===== src/sv/amai_pkg.sv =====
// Package for the affine matrix inverse core: widths, cofactor index tables,
// item structs and the shared saturation function.
// No dependencies; every other file uses it by scoped names.
package amai_pkg;

    // Fixed-point format and field widths
    localparam int FRAC_BITS   = 16;
    localparam int A_W         = 32;
    localparam int NUM_IN      = 12;
    localparam int NUM_ELEM    = 12;
    localparam int IDX_W       = 4;
    localparam int FLOOR_W     = 31;
    localparam int IN_TDATA_W  = NUM_IN * A_W;
    localparam int OUT_FIELD_W = A_W + 4;
    localparam int OUT_TDATA_W = ((OUT_FIELD_W + 7) / 8) * 8;

    // Arithmetic widths
    localparam int PROD_W = 2 * A_W;            // 32x32 product
    localparam int ADJ_W  = 2 * A_W;            // cofactor fits 64 bits signed
    localparam int DET_W  = ADJ_W + A_W + 1;    // determinant, signed
    localparam int MAG_W  = DET_W - 1;          // determinant magnitude
    localparam int Q_BITS = A_W + 1;            // quotient bits before saturation
    localparam int N_W    = ADJ_W + 2 * FRAC_BITS;
    localparam int SUM_W  = PROD_W + 2;

    localparam logic [IDX_W-1:0] LAST_IDX  = IDX_W'(NUM_ELEM - 1);
    localparam logic [1:0]       TRANS_COL = 2'd3;

    // Cofactor k = row*3+col is +/-(a[P]*a[Q] - a[R]*a[S]); a index = row*4+col
    localparam logic [3:0] XP [9] = '{4'd5, 4'd1, 4'd1, 4'd4, 4'd0, 4'd0, 4'd4, 4'd0, 4'd0};
    localparam logic [3:0] XQ [9] = '{4'd10, 4'd10, 4'd6, 4'd10, 4'd10, 4'd6, 4'd9, 4'd9, 4'd5};
    localparam logic [3:0] XR [9] = '{4'd9, 4'd9, 4'd5, 4'd8, 4'd8, 4'd4, 4'd8, 4'd8, 4'd4};
    localparam logic [3:0] XS [9] = '{4'd6, 4'd2, 4'd2, 4'd6, 4'd2, 4'd2, 4'd5, 4'd1, 4'd1};
    localparam logic [8:0] XNEG   = 9'h0AA;

    // One matrix after determinant and floor check
    typedef struct packed {
        logic [8:0][ADJ_W-1:0] adj;
        logic [2:0][A_W-1:0]   tr;
        logic [MAG_W-1:0]      dmag;
        logic                  dneg;
        logic                  sing;
    } mat_t;

    // One result slot entering the divider
    typedef struct packed {
        logic [IDX_W-1:0]    idx;
        logic                sing;
        logic                last;
        logic [ADJ_W-1:0]    adj;
        logic [MAG_W-1:0]    dmag;
        logic                dneg;
        logic [2:0][A_W-1:0] tr;
    } slot_t;

    // Divider stage contents
    typedef struct packed {
        logic [IDX_W-1:0]    idx;
        logic                sing;
        logic                last;
        logic                neg;
        logic                ovf;
        logic [Q_BITS-1:0]   nlow;
        logic [MAG_W-1:0]    rem;
        logic [MAG_W-1:0]    dmag;
        logic [Q_BITS-1:0]   q;
        logic [2:0][A_W-1:0] tr;
    } dstep_t;

    // Divider result
    typedef struct packed {
        logic [IDX_W-1:0]    idx;
        logic                sing;
        logic                last;
        logic [A_W-1:0]      value;
        logic [2:0][A_W-1:0] tr;
    } res_t;

    // Signed saturation of a magnitude with sign to one Q16.16 word
    function automatic logic [A_W-1:0] sat_word(input logic [SUM_W-1:0] mag,
                                                input logic neg);
        logic [SUM_W-1:0] lim;
        logic [A_W-1:0]   res;
        lim = neg ? (SUM_W'(1) << (A_W - 1)) : ((SUM_W'(1) << (A_W - 1)) - SUM_W'(1));
        if (mag > lim) begin
            res = neg ? {1'b1, {(A_W-1){1'b0}}} : {1'b0, {(A_W-1){1'b1}}};
        end else begin
            res = neg ? (A_W'(0) - mag[A_W-1:0]) : mag[A_W-1:0];
        end
        return res;
    endfunction

endpackage


===== src/sv/amai_serial.sv =====
// Serializer: holds one matrix and issues its result slots one per cycle when en is high.
// Depends on amai_pkg.
module amai_serial (
    input  logic           aclk,
    input  logic           aresetn,
    input  logic           en,
    input  logic           in_valid,
    input  amai_pkg::mat_t in_mat,
    output logic           take,
    output logic           slot_valid,
    output amai_pkg::slot_t slot
);
    localparam int IW = amai_pkg::IDX_W;

    logic                busy_reg;
    logic [IW-1:0]       cnt_reg;
    logic                slot_v_reg;
    amai_pkg::mat_t      mat_reg;
    amai_pkg::slot_t     slot_reg;
    amai_pkg::slot_t     slot_next;
    logic                last_slot;
    logic [1:0]          row;
    logic [1:0]          col;
    logic [3:0]          aidx;

    // Slot contents for the current count
    always_comb begin
        last_slot = mat_reg.sing || (cnt_reg == amai_pkg::LAST_IDX);
        take      = en && (!busy_reg || last_slot);
        row       = cnt_reg[3:2];
        col       = cnt_reg[1:0];
        aidx      = {2'b00, row} * 4'd3 + {2'b00, col};
        slot_next.idx  = mat_reg.sing ? '0 : cnt_reg;
        slot_next.sing = mat_reg.sing;
        slot_next.last = last_slot;
        slot_next.adj  = (col == amai_pkg::TRANS_COL) ? '0 : mat_reg.adj[aidx];
        slot_next.dmag = mat_reg.dmag;
        slot_next.dneg = mat_reg.dneg;
        slot_next.tr   = mat_reg.tr;
    end

    // Control
    always_ff @(posedge aclk) begin
        if (!aresetn) begin
            busy_reg   <= 1'b0;
            cnt_reg    <= '0;
            slot_v_reg <= 1'b0;
        end else if (en) begin
            slot_v_reg <= busy_reg;
            if (take) begin
                busy_reg <= in_valid;
                cnt_reg  <= '0;
            end else if (busy_reg) begin
                cnt_reg <= cnt_reg + 1'b1;
            end
        end
    end

    // Payload
    always_ff @(posedge aclk) begin
        if (en) begin
            slot_reg <= slot_next;
            if (take) begin
                mat_reg <= in_mat;
            end
        end
    end

    assign slot_valid = slot_v_reg;
    assign slot       = slot_reg;

endmodule


===== config.mk =====
export PLATFORM = sky130hd
export DESIGN_NAME = amai_serial
export DESIGN_NICKNAME = d
export VERILOG_FILES = /design/src/sv/amai_pkg.sv /design/src/sv/amai_serial.sv
export SDC_FILE = /design/constraint.sdc
export NUM_CORES = 1
export LEC_CHECK = 0
export BUFFER_PORTS_ARGS = -buffer_cell sky130_fd_sc_hd__buf_2
export CAP_MARGIN = 5
export CORE_AREA = 2 2 410 412
export DETAILED_ROUTE_END_ITERATION = 12
export DIE_AREA = 0 0 412 414
export GPL_ROUTABILITY_DRIVEN = 0
export PLACE_DENSITY = 0.51
export SLEW_MARGIN = 10
export SYNTH_ARGS = -nofsm -noshare
export SYNTH_HDL_FRONTEND = slang
export SYNTH_SLANG_ARGS = --single-unit
export TNS_END_PERCENT = 10

===== constraint.sdc =====
create_clock -name aclk -period 92.1 [get_ports aclk]
set_input_delay 18.42 -clock aclk [delete_from_list [all_inputs] [get_ports aclk]]
set_output_delay 18.42 -clock aclk [all_outputs]
set_load 0.01 [all_outputs]

# ---- Word-level counts from Yosys, hierarchy flattened
# Cells that the tools add are included.
dict set report word_totals {
  reg_bits 1039
  input_bits 774
  out_inout_bits 265
  wordCells 44
}
dict set report op_classes {
  add_sub_neg 2
  multipliers 1
  n_lt_le_gt_ge 1
  eq_ne 2
  muxes 4
  n_reduce_logical 7
}
# operator count
set op_table {}
lappend op_table {{64-bit binary-select mux with 4-bit select} 1}
lappend op_table {{64-bit 2-to-1 mux} 1}
lappend op_table {{4-bit 2-to-1 mux} 2}
lappend op_table {{4-bit by 5-bit < comparator with 1-bit output, second input constant} 1}
lappend op_table {{4-bit by 1-bit adder with 4-bit output, second input constant} 1}
lappend op_table {{4-bit by 2-bit adder with 4-bit output} 1}
lappend op_table {{4-bit == test, second input constant} 1}
lappend op_table {{2-bit by 2-bit multiplier with 4-bit output, second input constant} 1}
lappend op_table {{2-bit AND reduction} 2}
lappend op_table {{2-bit == test, second input constant} 1}
lappend op_table {{1-bit logical OR} 2}
lappend op_table {{2-bit nonzero test} 1}
lappend op_table {{1-bit logical AND} 1}
lappend op_table {{1-bit logical NOT} 1}

# ---- Longest topological paths before layout
# Gate-level depths: netlist of run 1.
dict set report logic_depth {
  ltp_word 6
  mapped_depth 8
  depth_no_buf 6
}

# ---- Least setup slack after synthesis of run 1
# OpenSTA, ideal clock, no wires.
dict set report synth_path {
  kind {input port to flip-flop}
  startpoint {input en}
  endpoint {register mat_reg[0] in the netlist's numbering, enable pin}
  setup_time_ps 3102
  t_arrival_ps 73742
  required_time_ps 88998
  setup_slack_ps 15256
  cell_stages 1
  path_buffers 0
  path_cell_list {a21boi_0}
}
dict set report synth_between {
  elab_chain_cells 2
}
# item line
set synth_rtl {}
lappend synth_rtl {{start: declaration} amai_serial.sv:6} ;# input logic en,
lappend synth_rtl {{1-bit logical AND} amai_serial.sv:29} ;# take = en && (!busy_reg || last_slot);
lappend synth_rtl {{2-bit AND reduction (no line) *} n/a}
lappend synth_rtl {{end signal: assignment} amai_serial.sv:64} ;# mat_reg <= in_mat;
lappend synth_rtl {{end: declaration} amai_serial.sv:18} ;# amai_pkg::mat_t mat_reg;
# Every way passes the cells marked *; elsewhere a longest branch is shown, timed or not.
# A chain may end at the register's enable or synchronous reset.

# ---- Worst setup path after layout of run 1
dict set report layout_path {
  startpoint {input en}
  endpoint {output take}
}
dict set report layout_between {
  elab_chain_cells 1
}
# item line
set layout_rtl {}
lappend layout_rtl {{1-bit logical AND} amai_serial.sv:29}
lappend layout_rtl {{end: declaration} amai_serial.sv:9} ;# output logic take,
# No other way between the ends.

==> impl_metrics.csv, run 1 <==
group,metric,value,unit
job,max-cap-violations,0,
timing,fin_tns_setup,0,ns
placement,dpl.cell_count,4798,
global_route,globalRouteTotalUtil,14.2,%
timing,timing.final.setup_violations,0,
global_route,groute.layer.met3.usage,5.01,%
die,num_io_pins,1039,
synthesis,post_synth_num_cell_types,28,
worst_setup_path,start_to_end_type_of_the_worst_setup_path,"input pin to output port",
run_status,status,"finished clean",
die,floorplan.die_area,0.171,sq mm
timing,timing.final.max_slew_violations,0,
die,floorplan.rows,150,
cells_and_area,drive_above_1_share,49.1,%
global_route,first_global_vias,20885,
timing,finalHoldWorstSlack,0.393,ns
synthesis,synth_seq_area_share,84.9,%
detailed_routing,drt_drc_violations_left,0,
cts,numClockSinks,1039,
cts,insertion_delay,0.77,ns
cells_and_area,final_net_count,3489,
synthesis,syn-mean-instance-area,23.0,sq um
cells_and_area,multi_input_comb_area,0.00491,sq mm
detailed_routing,dr_pass1_iterations,7,
timing,max_slew_margin,32.2,%
timing,period_utilisation_layout,41.1,%
detailed_routing,drtAntennaViolNets,0,
global_route,grt-ovfl-total,0,
detailed_routing,dr_total_vias,20299,
timing,timing.final.hold_violations,0,
worst_setup_path,critical_path.cell_chain,"buf_8 -> a21boi_0 -> buf_2",
global_route,grt_util_met2,24.3,%
die,initial_core_util,22.0,%
placement,dpl.hpwl,92800,microns
worst_setup_path,cp_slowest_cell,"a21boi_0",
power,power-per-cell-area,22.4,mW/mm^2
power,power.ir.vdd_worst,0.0000157,V
synthesis,syn_nets,2375,
timing,setup_repair_after_global_routing_missed_its_margin,"no",
cells_and_area,area.sequential,0.0311,sq mm
cts,post-cts-setup-buffers,0,
detailed_routing,routed_wl,125000,microns
worst_setup_path,required,73.68,ns
global_route,antenna_found_initial,60,
cells_and_area,largest_reg_flops,770,
global_route,grt_first_pass_wirelength,166000,microns
timing,timing.fmax,26.4,MHz
worst_setup_path,cp_slowest_stage_delay,0.48,ns
cts,ctsHoldBuffers,0,
die,floorplan.die.height,414,microns
cts,ctsLongestPathBuffers,3,
cts,cts_tree,"yes",
global_route,met1_capacity_usage_during_global_routing,16.2,%
detailed_routing,initialDrtViolationCount,1584,
global_route,grt_start_max_net_pins,155,
die,core_area,0.166,sq mm
cts,cts_root_buffer,"clkbuf_16",
global_route,top_usage_layer,"met2",
synthesis,yosys_warnings,0,
worst_setup_path,ff2ff_setup_slack,84.11,ns
cells_and_area,area.growth.synth_to_final,32.0,%
detailed_routing,routedWlPerCell,24.9,microns
worst_hold_path,worst_hold_path_type,"flip-flop to flip-flop",
cts,clk_pin_slew_worst_paths,0.06,ns
cts,post_cts_resize_count,0,
worst_setup_path,endpoint_kind,"output port",
timing,tightestPinTransition,1.02,ns
timing,min_period,37.85,ns
detailed_routing,drt-vias-per-instance,4.03,
die,dieWidth,412,microns
worst_setup_path,worstPathArrival,19.43,ns
synthesis,post_synth_inst_count,1595,
synthesis,synth-seq-cells,1039,
cts,maximum_level_of_the_cts_h_tree,3,
worst_setup_path,critPathLaunchType,"input pin",
placement,port-buffer-count,1038,
cts,cts_buffers,113,
cells_and_area,count_of_fill_cells_added_during_filler_insertion,16714,
worst_setup_path,critPathMaxFanout,22,
timing,final.setup_skew,0.0605,ns
cells_and_area,final-instance-count-excl-fill,5034,
power,leakage,17.6,nW
synthesis,post_synth_instance_area,0.0367,sq mm
-- layout by cell type (no fill, tap or decap), types with 2 or more instances in the layout --
| master | instances |
|---|---|
| buf_2 | 1037 |
| edfxtp_1 | 1033 |
| mux2i_1 | 129 |
| clkbuf_16 | 113 |
| inv_1 | 68 |
| nand2_1 | 65 |
| a221o_1 | 64 |
| mux4_2 | 64 |
| a221oi_2 | 64 |
| buf_4 | 30 |
| diode_2 | 25 |
| clkinv_2 | 22 |
| clkinv_1 | 21 |
| clkbuf_1 | 19 |
| bufinv_16 | 14 |
| clkinvlp_4 | 7 |
| dfxtp_1 | 6 |
| clkinv_4 | 6 |
| a21oi_1 | 4 |
| nor2b_1 | 3 |
| ha_4 | 3 |
| clkinv_16 | 3 |
| inv_6 | 3 |
| nor2_1 | 2 |
| nor3_1 | 2 |
| nand2b_1 | 2 |
| nand4_1 | 2 |
| inv_16 | 2 |
| buf_12 | 2 |
-- worst paths after layout --
path                                               from                endpoint  depth (start not counted)
worst max register to register  cnt_reg[0]$_SDFFE_PN0P_  mat_reg[510]$_DFFE_PP_                         10
worst min-delay path              mat_reg[23]$_DFFE_PP_     slot[118]$_DFFE_PP_                          0
worst max-delay path                                 en                    take                          3
worst min register to register    mat_reg[23]$_DFFE_PP_     slot[118]$_DFFE_PP_                          0
-- area by class of cell --
class                   instances  share of cell area, %
repair buffers               1070                   11.3
well taps                    2204                   5.70
multi-input cells             417                   10.2
diodes                         25                  0.129
flip-flops and latches       1039                   64.4
clock buffers                 132                   5.99
inverters                      68                  0.528
clock inverters                79                   1.83
-- per-stage QoR --
step | power (mW) | setup slack, ns | utilization [%] | cell area (sq um)
floorplan | 0.640 | 15.26 | - | 36700
global placement | 0.634 | 54.23 | 26.8 | 44500
detailed placement | 0.636 | 54.24 | 26.8 | 44500
CTS | 1.10 | 54.24 | 29.1 | 48300
global route | 1.12 | 54.23 | 29.1 | 48400
finish | 1.09 | 54.25 | 29.1 | 48400
-- worst max-delay path: cells and delay by family --
kind / cells / cell delay (ns)
buf+inv: 2 / 0.48
compound gates: 1 / 0.48
-- synthesized netlist by cell type, drive strengths merged --
cell type / n / share of area [%]
nand2b: 2 / 0.034
ha: 4 / 0.14
buf: 38 / 0.84
xnor2: 1 / 0.024
clkbuf: 33 / 0.34
nor2b: 4 / 0.068
o211ai: 1 / 0.020
edfxtp: 1033 / 85
nor3: 2 / 0.027
nor2: 3 / 0.031
a21o: 1 / 0.020
nand2: 65 / 0.67
nand4b: 1 / 0.024
mux2i: 129 / 3.5
nand4: 2 / 0.034
a221o: 64 / 1.7
mux4: 64 / 3.9
a21oi: 4 / 0.055
a221oi: 64 / 2.6
dfxtp: 6 / 0.33
inv: 68 / 0.70
nor4b: 1 / 0.041
xor2: 1 / 0.024
fa: 2 / 0.11
a21boi: 2 / 0.041
-- per-layer routing --
layer	wire (microns)	up-vias	share of wire, %
met3	10800	240	8.6
met4	4210	66	3.4
met5	550	-	0.44
met2	62800	933	50
met1	46900	10230	37
li1	-	8830	-
-- where the power goes --
| part | internal, mW | total, mW | switching (mW) |
|---|---|---|---|
| registers | 0.555 | 0.564 | 0.00946 |
| clock network | 0.266 | 0.461 | 0.195 |
| logic | 0.0249 | 0.0595 | 0.0347 |
| total | 0.846 | 1.09 | 0.239 |
-- kinds of logic (layout without fill, tap and decap cells) --
logic type      Yosys count  after routing  synth area share [%]
compound gates          136            136                  4.51
xor+xnor                  2              2                0.0478
fa+ha+maj                 6              6                 0.246
buf+inv                 139           1349                  1.88
flops                  1039           1039                  84.9
mux                     193            193                  7.45
other cells               0             25                     0
simple gates             80             80                 0.925
(Power assumes the default switching activity.)
==> inputs of run 2 (changes only) <==
==> constraint.sdc (replaced) <==
create_clock -name aclk -period 38.2 [get_ports aclk]
set_input_delay 7.64 -clock aclk [delete_from_list [all_inputs] [get_ports aclk]]
set_output_delay 7.64 -clock aclk [all_outputs]
set_load 0.01 [all_outputs]
==> run 2 against run 1 <==
Sequential share of layout area rose by 0.25 points. Utilization fell by 0.11 points. Global-route usage fell by 0.080 points. Clock power rose by 130%. Final cell count barely moved. Die area did not move. Flip-flop and latch count did not move. Wire length barely moved. Sequential power rose by 140%. Critical endpoint unchanged.
==> impl_metrics.csv, run 2 (same netlist as run 1, synthesis figures left out) <==
group,metric,value,unit
worst_setup_path,worstPathArrival,8.80,ns
cts,maximum_level_of_the_cts_h_tree,3,
global_route,grt_first_pass_wirelength,165000,microns
timing,period_utilisation_layout,43.0,%
worst_setup_path,cp_slowest_cell,"a21boi_0",
cts,insertion_delay,0.75,ns
detailed_routing,routed_wl,125000,microns
cts,ctsHoldBuffers,0,
cts,cts_buffers,111,
die,dieWidth,412,microns
worst_setup_path,critPathLaunchType,"input pin",
cells_and_area,final_net_count,3488,
timing,finalHoldWorstSlack,0.412,ns
placement,port-buffer-count,1038,
cells_and_area,area.growth.synth_to_final,31.5,%
power,combPwrFrac,5.6,%
worst_setup_path,start_to_end_type_of_the_worst_setup_path,"input pin to output port",
timing,timing.fmax,60.8,MHz
die,floorplan.die_area,0.171,sq mm
cts,post-cts-setup-buffers,0,
global_route,grt-ovfl-total,0,
worst_setup_path,endpoint_kind,"output port",
cts,cts_tree,"yes",
power,p_switching,0.566,mW
detailed_routing,drt-vias-per-instance,4.02,
cells_and_area,drive_above_1_share,49.0,%
detailed_routing,drtAntennaViolNets,0,
die,core_area,0.166,sq mm
worst_hold_path,worst_hold_path_type,"flip-flop to flip-flop",
global_route,first_global_vias,20742,
power,leakage,17.5,nW
worst_setup_path,required,30.56,ns
die,floorplan.rows,150,
run_status,status,"finished clean",
global_route,antenna_found_initial,63,
timing,timing.final.max_slew_violations,0,
cts,clk_pin_slew_worst_paths,0.06,ns
worst_setup_path,cp_slowest_stage_delay,0.61,ns
cells_and_area,layout.cells.most_common_list,"buf_2 (1037), edfxtp_1 (1033), mux2i_1 (129)",
power,power.switching_fraction,22.1,%
power,power.ir.vdd_worst,0.0000353,V
power,power-per-cell-area,53.3,mW/mm^2
global_route,globalRouteTotalUtil,14.1,%
detailed_routing,dr_pass1_iterations,5,
detailed_routing,dr_total_vias,20199,
power,pwr-share-seq,53.0,%
worst_setup_path,critPathMaxFanout,24,
timing,timing.final.hold_violations,0,
cts,numClockSinks,1039,
worst_setup_path,critical_path.cell_chain,"buf_8 -> a21boi_0 -> buf_2",
die,num_io_pins,1039,
worst_setup_path,path_buf_inv,2,
cts,cts_root_buffer,"clkbuf_16",
cells_and_area,mostFrequentLayoutCell,"buf_2",
power,clock_power_share,41.4,%
die,initial_core_util,22.0,%
timing,tightestPinTransition,1.12,ns
die,floorplan.die.height,414,microns
job,max-cap-violations,0,
timing,max_slew_margin,25.3,%
global_route,grt_start_max_net_pins,133,
timing,setup_repair_after_global_routing_missed_its_margin,"no",
placement,dpl.hpwl,93600,microns
timing,timing.final.setup_violations,0,
timing,min_period,16.44,ns
detailed_routing,drt_drc_violations_left,0,
detailed_routing,initialDrtViolationCount,1645,
timing,fin_tns_setup,0,ns
cts,ctsLongestPathBuffers,3,
worst_setup_path,critPathTopFamily,"compound AO/OA/AOI/OAI gates",
power,intPower,2.00,mW
cts,post_cts_resize_count,0,
cells_and_area,largest_reg_flops,770,
timing,final.setup_skew,0.0446,ns
detailed_routing,routedWlPerCell,24.9,microns
run 2: cell type report:
class                   instances  area (sq um)
fillers                     16789        118000
multi-input cells             417          4910
well taps                    2204          2760
repair buffers               1071          5480
diodes                         25          62.6
inverters                      68           255
clock inverters                77           744
clock buffers                 129          2850
flip-flops and latches       1039         31100
run 2: worst reg2reg max path: cells and delay by family, from the launching register on:
kind,cells,cell delay [ns]
adders and majority gates,1,0.70
DFF,1,0.51
AOI/OAI and AO/OA,2,0.70
buffers and inverters,5,3.72
run 2: power groups by stage:
| stage | clock, mW | sequential (mW) | combinational, mW |
|---|---|---|---|
| global route | 1.14 | 1.36 | 0.156 |
| detailed placement | 0 | 1.38 | 0.147 |
| CTS | 1.10 | 1.36 | 0.148 |
| global placement | 0 | 1.38 | 0.146 |
| finish | 1.06 | 1.36 | 0.144 |
| floorplan | 0 | 1.42 | 0.0447 |
run 2: per-stage QoR:
| stage | power [mW] | utilization, % | cells | instance area (sq um) | setup slack (ns) |
|---|---|---|---|---|---|
| final | 2.57 | 29.0 | 5030 | 48200 | 21.76 |
| after global routing | 2.66 | 29.0 | 5015 | 48200 | 21.77 |
| after CTS | 2.61 | 28.9 | 5005 | 48100 | 21.75 |
| after detailed placement | 1.53 | 26.8 | 4799 | 44500 | 21.76 |
| after global placement | 1.53 | 26.8 | 4799 | 44500 | 21.70 |
| after floorplan | 1.47 | - | 1595 | 36700 | 9.25 |
run 2: worst paths after layout:
path                                 from  slack (ns)                     end  depth (start not counted)
hold reg to reg    mat_reg[176]$_DFFE_PP_        0.41      slot[78]$_DFFE_PP_                          0
setup reg to reg  cnt_reg[0]$_SDFFE_PN0P_       32.12  mat_reg[580]$_DFFE_PP_                          8
hold / removal     mat_reg[176]$_DFFE_PP_        0.41      slot[78]$_DFFE_PP_                          0
setup / recovery                       en       21.76                    take                          3
run 2: layer usage:
metal  vias up  global-route usage, %  part of all wire (%)
li1       8822                      -                     -
met1     10159                   15.9                    37
met2       925                   23.8                    49
met3       241                   5.50                   9.3
met4        52                   5.65                   4.0
met5         -                      0                  0.23
